File: config.mk
export PLATFORM = sky130hd
export DESIGN_NAME = plsh_ctrl
export DESIGN_NICKNAME = d
export VERILOG_FILES = /design/src/hw/rtl/plsh_pkg.sv /design/src/hw/rtl/plsh_ctrl.sv
export SDC_FILE = /design/constraint.sdc
export NUM_CORES = 1
export LEC_CHECK = 0
export BUFFER_PORTS_ARGS = -buffer_cell sky130_fd_sc_hd__buf_4
export CAP_MARGIN = 5
export CORE_MARGIN = 2
export CORE_UTILIZATION = 40
export DETAILED_ROUTE_END_ITERATION = 8
export PLACE_DENSITY = 0.73
export SLEW_MARGIN = 20
export SYNTH_ARGS = -nofsm -noshare
export SYNTH_HDL_FRONTEND = slang
export SYNTH_SLANG_ARGS = --single-unit
File: constraint.sdc
create_clock -name clock -period 1.9 [get_ports clock]
set_input_delay 0.38 -clock clock [delete_from_list [all_inputs] [get_ports clock]]
set_output_delay 0.38 -clock clock [all_outputs]
set_load 0.02 [all_outputs]
File: src/hw/rtl/plsh_pkg.sv
`timescale 1ns / 1ps
// Shared types and constants of the p-stable LSH hash engine.
// No dependencies; plsh_if, plsh_ctrl, plsh_dpath and the top level import this package.
package plsh_pkg;

   localparam int KIND_W     = 2;
   localparam int HIDX_W     = 4;
   localparam int CIDX_W     = 10;
   localparam int VALUE_W    = 32;
   localparam int WEIGHT_W   = 16;
   localparam int BIAS_W     = 32;
   localparam int ACC_W      = 40;
   localparam int BW_W       = 16;
   localparam int NH_W       = 5;
   localparam int ND_W       = 11;
   localparam int CSR_IDX_W  = 2;
   localparam int CSR_DATA_W = 16;
   localparam int HASH_SLOTS = 16;
   localparam int COORD_W    = 8;
   localparam int PROD_W     = 25;
   localparam int FRAC_W     = 12;
   localparam int QUO_W      = 28;
   localparam int STEP_W     = 5;

   localparam logic [KIND_W-1:0] KIND_WEIGHT = 2'd0;
   localparam logic [KIND_W-1:0] KIND_BIAS   = 2'd1;
   localparam logic [KIND_W-1:0] KIND_COORD  = 2'd2;

   localparam logic [CSR_IDX_W-1:0] CSR_BUCKET_WIDTH  = 2'd0;
   localparam logic [CSR_IDX_W-1:0] CSR_HASHES_IN_USE = 2'd1;
   localparam logic [CSR_IDX_W-1:0] CSR_DIMS_IN_USE   = 2'd2;

   localparam logic [BW_W-1:0] BW_RESET = 16'd4000;
   localparam logic [NH_W-1:0] NH_RESET = 5'd15;
   localparam logic [ND_W-1:0] ND_RESET = 11'd784;

   localparam logic [STEP_W-1:0] DIV_LAST_STEP = 5'd27;

   typedef struct packed {
      logic              capture;
      logic              write_weight;
      logic              write_bias;
      logic              mac_start;
      logic              mac_issue;
      logic              div_load;
      logic              div_step;
      logic              out_load;
      logic              acc_clear;
      logic [HIDX_W-1:0] hash_idx;
   } plsh_cmd_type;

   typedef struct packed {
      logic [KIND_W-1:0] kind;
      logic              weight_ok;
      logic              bias_ok;
      logic              coord_ok;
      logic              coord_last;
      logic              hash_last;
      logic              out_free;
   } plsh_status_type;

endpackage

File: src/hw/rtl/plsh_ctrl.sv
`timescale 1ns / 1ps
// Sequencer of the LSH hash engine: decodes items, steps the MAC over the hashes,
// runs the divider and output per hash. Depends on plsh_pkg.
module plsh_ctrl import plsh_pkg::*; (
   input  logic            clock,
   input  logic            reset,
   input  logic            req_valid,
   output logic            req_ready,
   input  plsh_status_type status,
   output plsh_cmd_type    cmd
);

   localparam logic [3:0] S_IDLE   = 4'd0;
   localparam logic [3:0] S_DECODE = 4'd1;
   localparam logic [3:0] S_MAC    = 4'd2;
   localparam logic [3:0] S_DRAIN1 = 4'd3;
   localparam logic [3:0] S_DRAIN2 = 4'd4;
   localparam logic [3:0] S_HREAD  = 4'd5;
   localparam logic [3:0] S_HLOAD  = 4'd6;
   localparam logic [3:0] S_HDIV   = 4'd7;
   localparam logic [3:0] S_HOUT   = 4'd8;

   logic [3:0]        state_ff, state_in;
   logic [HIDX_W-1:0] h_ff, h_in;
   logic [STEP_W-1:0] step_ff, step_in;

   always_comb begin
      state_in     = state_ff;
      h_in         = h_ff;
      step_in      = step_ff;
      req_ready    = 1'b0;
      cmd          = '0;
      cmd.hash_idx = h_ff;
      case (state_ff)
         S_IDLE: begin
            req_ready = 1'b1;
            if (req_valid) begin
               cmd.capture = 1'b1;
               state_in    = S_DECODE;
            end
         end
         S_DECODE: begin
            state_in = S_IDLE;
            case (status.kind)
               KIND_WEIGHT: cmd.write_weight = status.weight_ok;
               KIND_BIAS:   cmd.write_bias   = status.bias_ok;
               KIND_COORD: begin
                  if (status.coord_ok) begin
                     cmd.mac_start = 1'b1;
                     h_in          = '0;
                     state_in      = S_MAC;
                  end
               end
               default: state_in = S_IDLE;
            endcase
         end
         S_MAC: begin
            cmd.mac_issue = 1'b1;
            if (status.hash_last) begin
               state_in = S_DRAIN1;
            end else begin
               h_in = h_ff + HIDX_W'(1);
            end
         end
         S_DRAIN1: state_in = S_DRAIN2;
         S_DRAIN2: begin
            if (status.coord_last) begin
               h_in     = '0;
               state_in = S_HREAD;
            end else begin
               state_in = S_IDLE;
            end
         end
         S_HREAD: state_in = S_HLOAD;
         S_HLOAD: begin
            cmd.div_load = 1'b1;
            step_in      = '0;
            state_in     = S_HDIV;
         end
         S_HDIV: begin
            cmd.div_step = 1'b1;
            if (step_ff == DIV_LAST_STEP) begin
               state_in = S_HOUT;
            end else begin
               step_in = step_ff + STEP_W'(1);
            end
         end
         S_HOUT: begin
            if (status.out_free) begin
               cmd.out_load = 1'b1;
               if (status.hash_last) begin
                  cmd.acc_clear = 1'b1;
                  state_in      = S_IDLE;
               end else begin
                  h_in     = h_ff + HIDX_W'(1);
                  state_in = S_HREAD;
               end
            end
         end
         default: state_in = S_IDLE;
      endcase
   end

   always_ff @(posedge clock) begin
      if (reset) begin
         state_ff <= S_IDLE;
         h_ff     <= '0;
         step_ff  <= '0;
      end else begin
         state_ff <= state_in;
         h_ff     <= h_in;
         step_ff  <= step_in;
      end
   end

endmodule

=== Word-level counts from Yosys, hierarchy flattened ===
Cells that the tools add are included.

* Register bits after elaboration: 13
* Latch bits: 0
* Memory bits (writable): 0
* ROM bits: 0
* Input bits: 11
* Output and inout port bits: 14
* Word-level logic and storage cells: 62
* Memories: 0

* Add/sub/neg operators: 2
* Multiply operators: 0
* Div/mod/pow operators: 0
* Magnitude comparators: 0
* Eq/ne operators: 19
* Shifts and indexed selects: 0
* Multiplexer cells: 31
* Bitwise operators: 0
* Reductions and logical operators: 7

{| class="wikitable"
|+ Operator list
! kind !! count
|-
| 2-to-1 mux 4 bit || 9
|-
| case mux 4 bit (9 select lines) || 1
|-
| equality test 4 x 3 -> 1 bit, second input constant || 4
|-
| case mux 4 bit (4 select lines) || 1
|-
| != test 2 bit, second input constant || 7
|-
| 2-to-1 mux 1 bit || 11
|-
| case mux 5 bit (2 select lines) || 1
|-
| 2-to-1 mux 3 bit || 3
|-
| equality test 4 x 2 -> 1 bit, second input constant || 2
|-
| 2-to-1 mux 2 bit || 4
|-
| adder 5 x 1 -> 5 bit, second input constant || 1
|-
| equality test 5 bit, second input constant || 1
|-
| 2-to-1 mux 5 bit || 1
|-
| AND reduction 5 bit || 1
|-
| adder 4 x 1 -> 4 bit, second input constant || 1
|-
| equality test 4 x 1 -> 1 bit, second input constant || 1
|-
| equality test 4 bit, second input constant || 1
|-
| zero test 4 bit || 1
|-
| AND reduction 4 bit || 1
|-
| nonzero test 4 bit || 1
|-
| equality test 2 x 1 -> 1 bit, second input constant || 1
|-
| equality test 2 bit, second input constant || 1
|-
| zero test 2 bit || 1
|-
| != test 2 x 1 -> 1 bit, second input constant || 1
|-
| other kinds (2) || 2
|}

=== Longest topological paths before layout ===
Gate-level depths: netlist of the first run.

* Depth after elaboration: 4
* Depth in mapped cells: 6
* Gate-level depth less buffers: 5

=== Worst setup path before layout of the first run ===
Ideal clock, no wire load.

* Path kind: flip-flop to output port
* Start: reg state_ff[3]
* End: out cmd[11] (netlist name)
* Data arrival time: 1.719 ns
* Data required time: 1.520 ns
* Slack: -0.199 ns
* Cell stages (with the launch flop): 4
* Path buffers: 1
* Cell sequence: dfxtp_1 > buf_6 > or4b_4 > nor4b_1

{| class="wikitable"
|+ RTL lines
! item !! RTL line !! text
|-
| start, declared || plsh_ctrl.sv:23 || <nowiki>logic [3:0] state_ff, state_in;</nowiki>
|-
| start signal, assigned || plsh_ctrl.sv:110 || <nowiki>state_ff <= state_in;</nowiki>
|-
| end, declared || plsh_ctrl.sv:10 || <nowiki>output plsh_cmd_type cmd</nowiki>
|}

==> out/metrics.yaml, run 1 <==
synthesis:
  synthArstFlopShare: 0
  synth_cells: 112
  synth_top_area_cell: "dfxtp_1"
  ys_warn_count: 0
  syn_nets: 125
  synthMuxAreaShare: 0.01140
  yosys_most_used_dff: "dfxtp_1"
  synthAdderAreaFrac: 0.02849
  synth_top_family_by_area: "simple AND/OR/NAND/NOR gates"
  yosysUniqueCellTypes: 39
  synth_compound_area_frac: 0.2094
  synth-seq-area-share: 0.2963
  synth-simple-area-share: 0.3490
  synth.area.top_cells: "dfxtp_1 (30%), a21oi_1 (5.7%), nor4b_1 (4.0%)"
  ys_seq_elements: 13
  synth_xor_area_frac: 0.03989
  synth.avg_cell_area_um2: 7.842
  synth_top_area_share: 0.2963
  syn-cell-area_um2: 878.3
  synth_most_common_cell: "dfxtp_1"
  synth_common_cells: "dfxtp_1 (13), a21oi_1 (10), nand2_1 (9)"
  synth_edf_count: 0
status:
  status: "complete, but fails checks"
  violations: "setup timing"
detailed_routing:
  wirelength_um: 2279
  drt.antenna.violating_nets: 0
  post_drt_wl_per_cell_um: 13.81
  post-route-drc-count: 0
  drt-pass1-iter-count: 2
  vias_per_cell: 5.703
  drtIter0Drc: 15
  num_vias: 941
die:
  rows: 16
  ios: 25
  core_area_um2: 2022
  chipHeight_um: 50.86
  die_x_um: 50.86
  start_util: 0.4344
  die_area_um2: 2587
grt:
  grt_pass1_vias: 853
  grt_pass1_wl_um: 3663
  antenna_found_initial: 0
  grt_max_degree: 18
  grt_usage: 0.1811
  overflow: 0
pwr:
  p_leak_nw: 0.4824
  p_per_area_nw_per_um2: 483.0
  peakVddDrop_uv: 463.7
  total_power_mw: 0.5838
worst_setup_path:
  critPathArrivalTime_ns: 1.58
  reg2reg_depth: 5
  r2r-start: "state_ff[1]"
  r2r-end: "h_ff[3]"
  reg2reg_slack_ns: 0.02
  crit_required_ns: 1.52
  cp-end-kind: "output port"
  path_max_fanout: 3
  startpoint: "state_ff[1]"
  path_class: "reg -> out"
  start_kind: "register"
timing:
  whs_ns: 0.3617
  period_needed_ns: 1.956
  worst_pin_slew_ns: 0.5257
  fin_ws_ns: -0.05566
  finalCritPeriodShare: 1.029
  slew_headroom: 0.6468
  rsz0062_at_grt: "true"
  slew_violations: 0
  clock_skew_ns: 0.001804
  max_freq_ghz: 0.5113
  final-hold-violation-count: 0
  finalSetupViolations: 3
cells_and_area:
  antennaDiodeCount: 0
  fin_nets: 152
  layout-drive-gt1-share: 0.3551
  syn2layout_area_growth_pct: 37.61
hold_path:
  hold-path-cell-count: 2
  min_from: "reset"
  hold_path_end: "step_ff[2]"
  hp-class: "in -> reg"
clocking:
  clk_pin_slew_ns: 0.07
  holdBufCountCts: 0
  clock_latency_ns: 0.27
  h-tree-depth: 1
  clock_sinks: 13
  clock_path_buffers: 2
  cts_tree: "done"
  root_buffer: "clkbuf_4"
  cts_buffers: 3
placed_design:
  hpwl_um: 1595
  io_buffers: 24
  place_congestion: 0.8164
job:
  max_cap_viol_count: 0
-- placed cells by master (no fill, tap or decap), types with 2 or more instances in the layout --
master | netlist | final
a21oi_1 | 10 | 9
a22oi_1 | 2 | 2
and2_1 | 3 | 2
buf_4 | 0 | 27
buf_6 | 1 | 3
clkbuf_4 | 0 | 3
dfxtp_1 | 13 | 12
ha_1 | 2 | 2
inv_1 | 5 | 5
nand2_1 | 9 | 9
nand2b_1 | 2 | 2
nand3_1 | 5 | 5
nand3b_1 | 2 | 2
nand4_1 | 3 | 3
nand4b_1 | 2 | 2
nor2_1 | 5 | 5
nor3_1 | 5 | 4
nor4b_4 | 0 | 2
o21ai_0 | 3 | 3
o21bai_1 | 2 | 2
o22ai_1 | 2 | 2
o2bb2ai_1 | 2 | 2
or2_2 | 4 | 3
xor2_1 | 3 | 3
-- final cells by class --
| type | count | area, um2 |
|---|---|---|
| Sequential cell | 13 | 261.5 |
| Fill cell | 183 | 813.3 |
| Tap cell | 27 | 33.78 |
| Timing Repair Buffer | 30 | 236.5 |
| Multi-Input combinational cell | 86 | 631.9 |
| Inverter | 5 | 18.77 |
| Clock buffer | 4 | 26.28 |
-- power breakdown --
part / total (mW) / switching (mW) / internal (mW)
logic: 0.140 / 0.0724 / 0.0677
registers: 0.278 / 0.00203 / 0.276
clock network: 0.166 / 0.0842 / 0.0814
total: 0.584 / 0.159 / 0.425
-- cell families after synthesis --
group	Yosys count
compound gates	28
xor+xnor	4
fa+ha+maj	2
buf+inv	13
flops	13
mux	1
simple gates	51
-- worst max-delay path: stages (launching register included) --
cell	delay, ns
dfxtp_2	0.33
or4b_4	0.56
buf_4	0.16
nor2_1	0.10
buf_4	0.15
-- worst max path at each step --
stage	slack [ns]	cells past startpoint	end
CTS	-0.03	3	cmd[11]
global route	-0.12	4	cmd[9]
floorplan	0.07	3	cmd[10]
global placement	0.17	4	h_ff[3]
detailed placement	0.14	4	h_ff[3]
finish	-0.06	4	cmd[9]
-- routing by layer --
metal  vias up  share of wire  GRT usage
met5         -              0          0
met4         0              0    0.01802
met3         0          0.043    0.04678
met2        18           0.50     0.3333
met1       453           0.45     0.2182
li1        470              -          -
-- metrics by stage --
| stage | util | std cells | setup WS, ns | TNS, ns | area, um2 |
|---|---|---|---|---|---|
| 2_1_floorplan | - | 112 | 0.06605 | 0 | 895.9 |
| 3_3_place_gp | 0.5446 | 159 | 0.1728 | 0 | 1101 |
| 3_5_place_dp | 0.5446 | 159 | 0.1353 | 0 | 1101 |
| 4_1_cts | 0.5687 | 164 | -0.03282 | -0.06137 | 1150 |
| 5_1_grt | 0.5978 | 165 | -0.1159 | -0.3885 | 1209 |
| 6_report | 0.5978 | 165 | -0.05566 | -0.1238 | 1209 |
-- what timing repair did --
item                       in CTS  in global routing
buffers inserted                1                  1
setup endpoints to repair       3                  9
pin swaps                       3                  2
hold endpoints to repair        0                  0
gates resized for setup         2                 12
-- sequential cells by signal, summed over array words and instances, names as in the netlist --
register and cells:
step_ff 5, h_ff 4, state_ff 4
(Power assumes the default switching activity.)
==> run 2: changes to the inputs <==
Settings changed: ABC_AREA set to 1, CORE_UTILIZATION 40 to 50, PLACE_DENSITY 0.73 to 0.86, REMOVE_ABC_BUFFERS set to 1.
==> run 2 against run 1 <==
The run now ends clean. Cell count grew 12%. Register-to-register slack gained 0.46 ns. Clock power shrank 3%. Final area shrank 9.2%. Largest power group unchanged. Total power shrank 5.0%. Count of clock-buffer cells in the layout is the same. Hold slack lost 0.0030 ns.
==> out/metrics.yaml, run 2 <==
synthesis:
  synth_most_common_cell: "nand2_1"
  synth-seq-area-share: 0.2980  # +0.001698
  synth_common_cells: "nand2_1 (35), nor2_1 (23), inv_1 (17)"
  synthAdderAreaFrac: 0.02865  # +0.0001633
  synthMuxAreaShare: 0  # -0.01140
  synth_top_area_cell: "dfxtp_1"
  yosys_most_used_dff: "dfxtp_1"
  synth_top_family_by_area: "simple AND/OR/NAND/NOR gates"
  ys_seq_elements: 13  # unchanged
  synth_cells: 141  # +26%
  synth.avg_cell_area_um2: 6.194  # -21%
  synth_compound_area_frac: 0.09742  # -0.1120
  synth_top_area_share: 0.2980  # +0.001698
  ys_warn_count: 0  # unchanged
  synthArstFlopShare: 0  # unchanged
  synth-simple-area-share: 0.4413  # +0.09226
  syn-cell-area_um2: 873.3  # -0.57%
  synth_edf_count: 0  # unchanged
  yosysUniqueCellTypes: 22  # -44%
  synth.area.top_cells: "dfxtp_1 (30%), nand2_1 (15%), nor2_1 (9.9%)"
  synth_xor_area_frac: 0.04011  # +0.0002286
clocking:
  cts_buffers: 3  # unchanged
  clk_pin_slew_ns: 0.07  # about the same
  clock_latency_ns: 0.26  # about the same
  root_buffer: "clkbuf_4"
  clock_path_buffers: 2  # unchanged
  cts-resized-gates: 0  # -2
  holdBufCountCts: 0  # unchanged
  h-tree-depth: 1  # unchanged
  postCtsSetupBuffers: 0  # -1
  clock_sinks: 13  # unchanged
  cts_tree: "done"
die:
  start_util: 0.5170  # +0.08263
  ios: 25  # unchanged
  rows: 15  # -1
  core_area_um2: 1689  # -16%
  die_x_um: 45.80  # -10%
  die_area_um2: 2097  # -19%
  chipHeight_um: 45.80  # -10%
grt:
  grt_pass1_vias: 820  # -3.9%
  grt_usage: 0.2104  # +0.02930
  grt_pass1_wl_um: 3187  # -13%
  antenna_found_initial: 0  # unchanged
  overflow: 0  # unchanged
  grt_max_degree: 11  # -7
worst_setup_path:
  cp_slowest_stage_delay_ns: 0.38  # -0.18 ns
  path_class: "reg -> out"
  r2r-start: "step_ff[0]"
  path_cells: "inv_2, nor2_1, nand2_1, nor4_1, buf_4"
  cp_slowest_cell: "dfxtp_1"
  crit_required_ns: 1.52  # about the same
  start_kind: "register"
  path_max_fanout: 4  # +1
  startpoint: "state_ff[0]"
  critPathArrivalTime_ns: 1.38  # -0.20 ns
  cp-end-kind: "output port"
placed_design:
  hpwl_um: 1699  # +6.5%
  place_congestion: 0.9230  # +13%
  dp_worst_setup_slack_ns: 0.4177  # +0.2824 ns
  io_buffers: 24  # unchanged
detailed_routing:
  num_vias: 981  # +4.3%
  post-route-drc-count: 0  # unchanged
  dr_wl_met2_um: 1016  # -12%
  vias_per_cell: 5.303  # -7.0%
  drt-pass1-iter-count: 4  # +2
  wl_met3_um: 113  # +15%
  m1WireLength_um: 863  # -16%
  post_drt_wl_per_cell_um: 10.94  # -21%
  drt.antenna.violating_nets: 0  # unchanged
  wirelength_um: 2024  # -11%
  drtIter0Drc: 24  # +9
  routed.top_layer: "met4"
cells_and_area:
  layout-drive-gt1-share: 0.2381  # -0.1170
  largest_reg_flops: 5  # unchanged
  regMostFlops: "step_ff"
  final_common_cell: "nand2_1"
  fin_nets: 182  # +20%
  syn2layout_area_growth_pct: 25.64
  antennaDiodeCount: 0  # unchanged
  largestRegisters: "step_ff (5), h_ff (4), state_ff (4)"
  final_cell_mix: "nand2_1 (35), buf_4 (24), nor2_1 (23)"
pwr:
  total_power_mw: 0.5544  # -5.0%
  peakVddDrop_uv: 418.7  # -9.7%
  p_per_area_nw_per_um2: 505.2  # +4.6%
  p_leak_nw: 0.5717  # +19%
timing:
  worst_pin_slew_ns: 0.2820  # -0.2438 ns
  fin_tns_setup_ns: 0  # +0.1238 ns
  period_needed_ns: 1.758  # -0.1974 ns
  rsz0062_at_grt: "false"
  finalCritPeriodShare: 0.9254  # -0.1039
  finalSetupViolations: 0  # -3
  clock_skew_ns: 0.0004088  # -0.001395 ns
  max_freq_ghz: 0.5687  # +11%
  slew_headroom: 0.8103  # +0.1635
  slew_violations: 0  # unchanged
  final-hold-violation-count: 0  # unchanged
  fin_ws_ns: 0.1417  # +0.1974 ns
hold_path:
  hp-class: "in -> reg"
  min_from: "reset"
job:
  max_cap_viol_count: 0  # unchanged
status:
  status: "complete, no violations"
[run 2: cell families after synthesis]
family | Yosys count
and+or+nand+nor | 84
xor gates and xnor gates | 4
AOI/OAI and AO/OA | 16
DFF | 13
adders and majority gates | 2
buffers and inverters | 22
[run 2: critical path, delay by kind of cell (launching register included)]
kind                   cells  cell delay (ns)
AND/OR/NAND/NOR            3             0.45
flip-flops                 1             0.38
buffers and inverters      2             0.28
[run 2: path summary, 6_finish.rpt]
check / endpoint / slack (ns) / cells after the start
min: state_ff[3] / 0.36 / 2
max reg2reg: state_ff[2] / 0.48 / 7
min reg2reg: step_ff[4] / 0.51 / 2
max: cmd[11] / 0.14 / 5
[run 2: cell type report]
class,count,area [um2]
fill,167,591.8
multi-input combinational,106,530.5
sequential,13,260.3
timing repair buffer,24,180.2
inverter,21,78.83
clock buffer,4,26.28
tap,17,21.27
[run 2: per-stage QoR]
step	instance area, um2	cells	hold slack (ns)	utilization
finish	1097	185	0.3587	0.6496
global route	1097	185	0.3586	0.6496
CTS	1097	185	0.3482	0.6496
detailed placement	1071	181	0.4949	0.6341
global placement	1071	181	0.4798	0.6341
floorplan	869.6	140	0.4491	-
[run 2: routing by layer]
metal / global-route usage / up-vias
li1: - / 507
met3: 0.02778 / 4
met4: 0.1029 / 0
met2: 0.3465 / 28
met1: 0.2689 / 442
met5: 0 / -
[run 2: power by group]
part	switching [mW]	internal, mW	leakage, nW	total (mW)
registers	0.00471	0.278	0.105	0.282
clock network	0.0801	0.0811	0.0150	0.161
logic	0.0662	0.0446	0.452	0.111
total	0.151	0.403	0.572	0.554
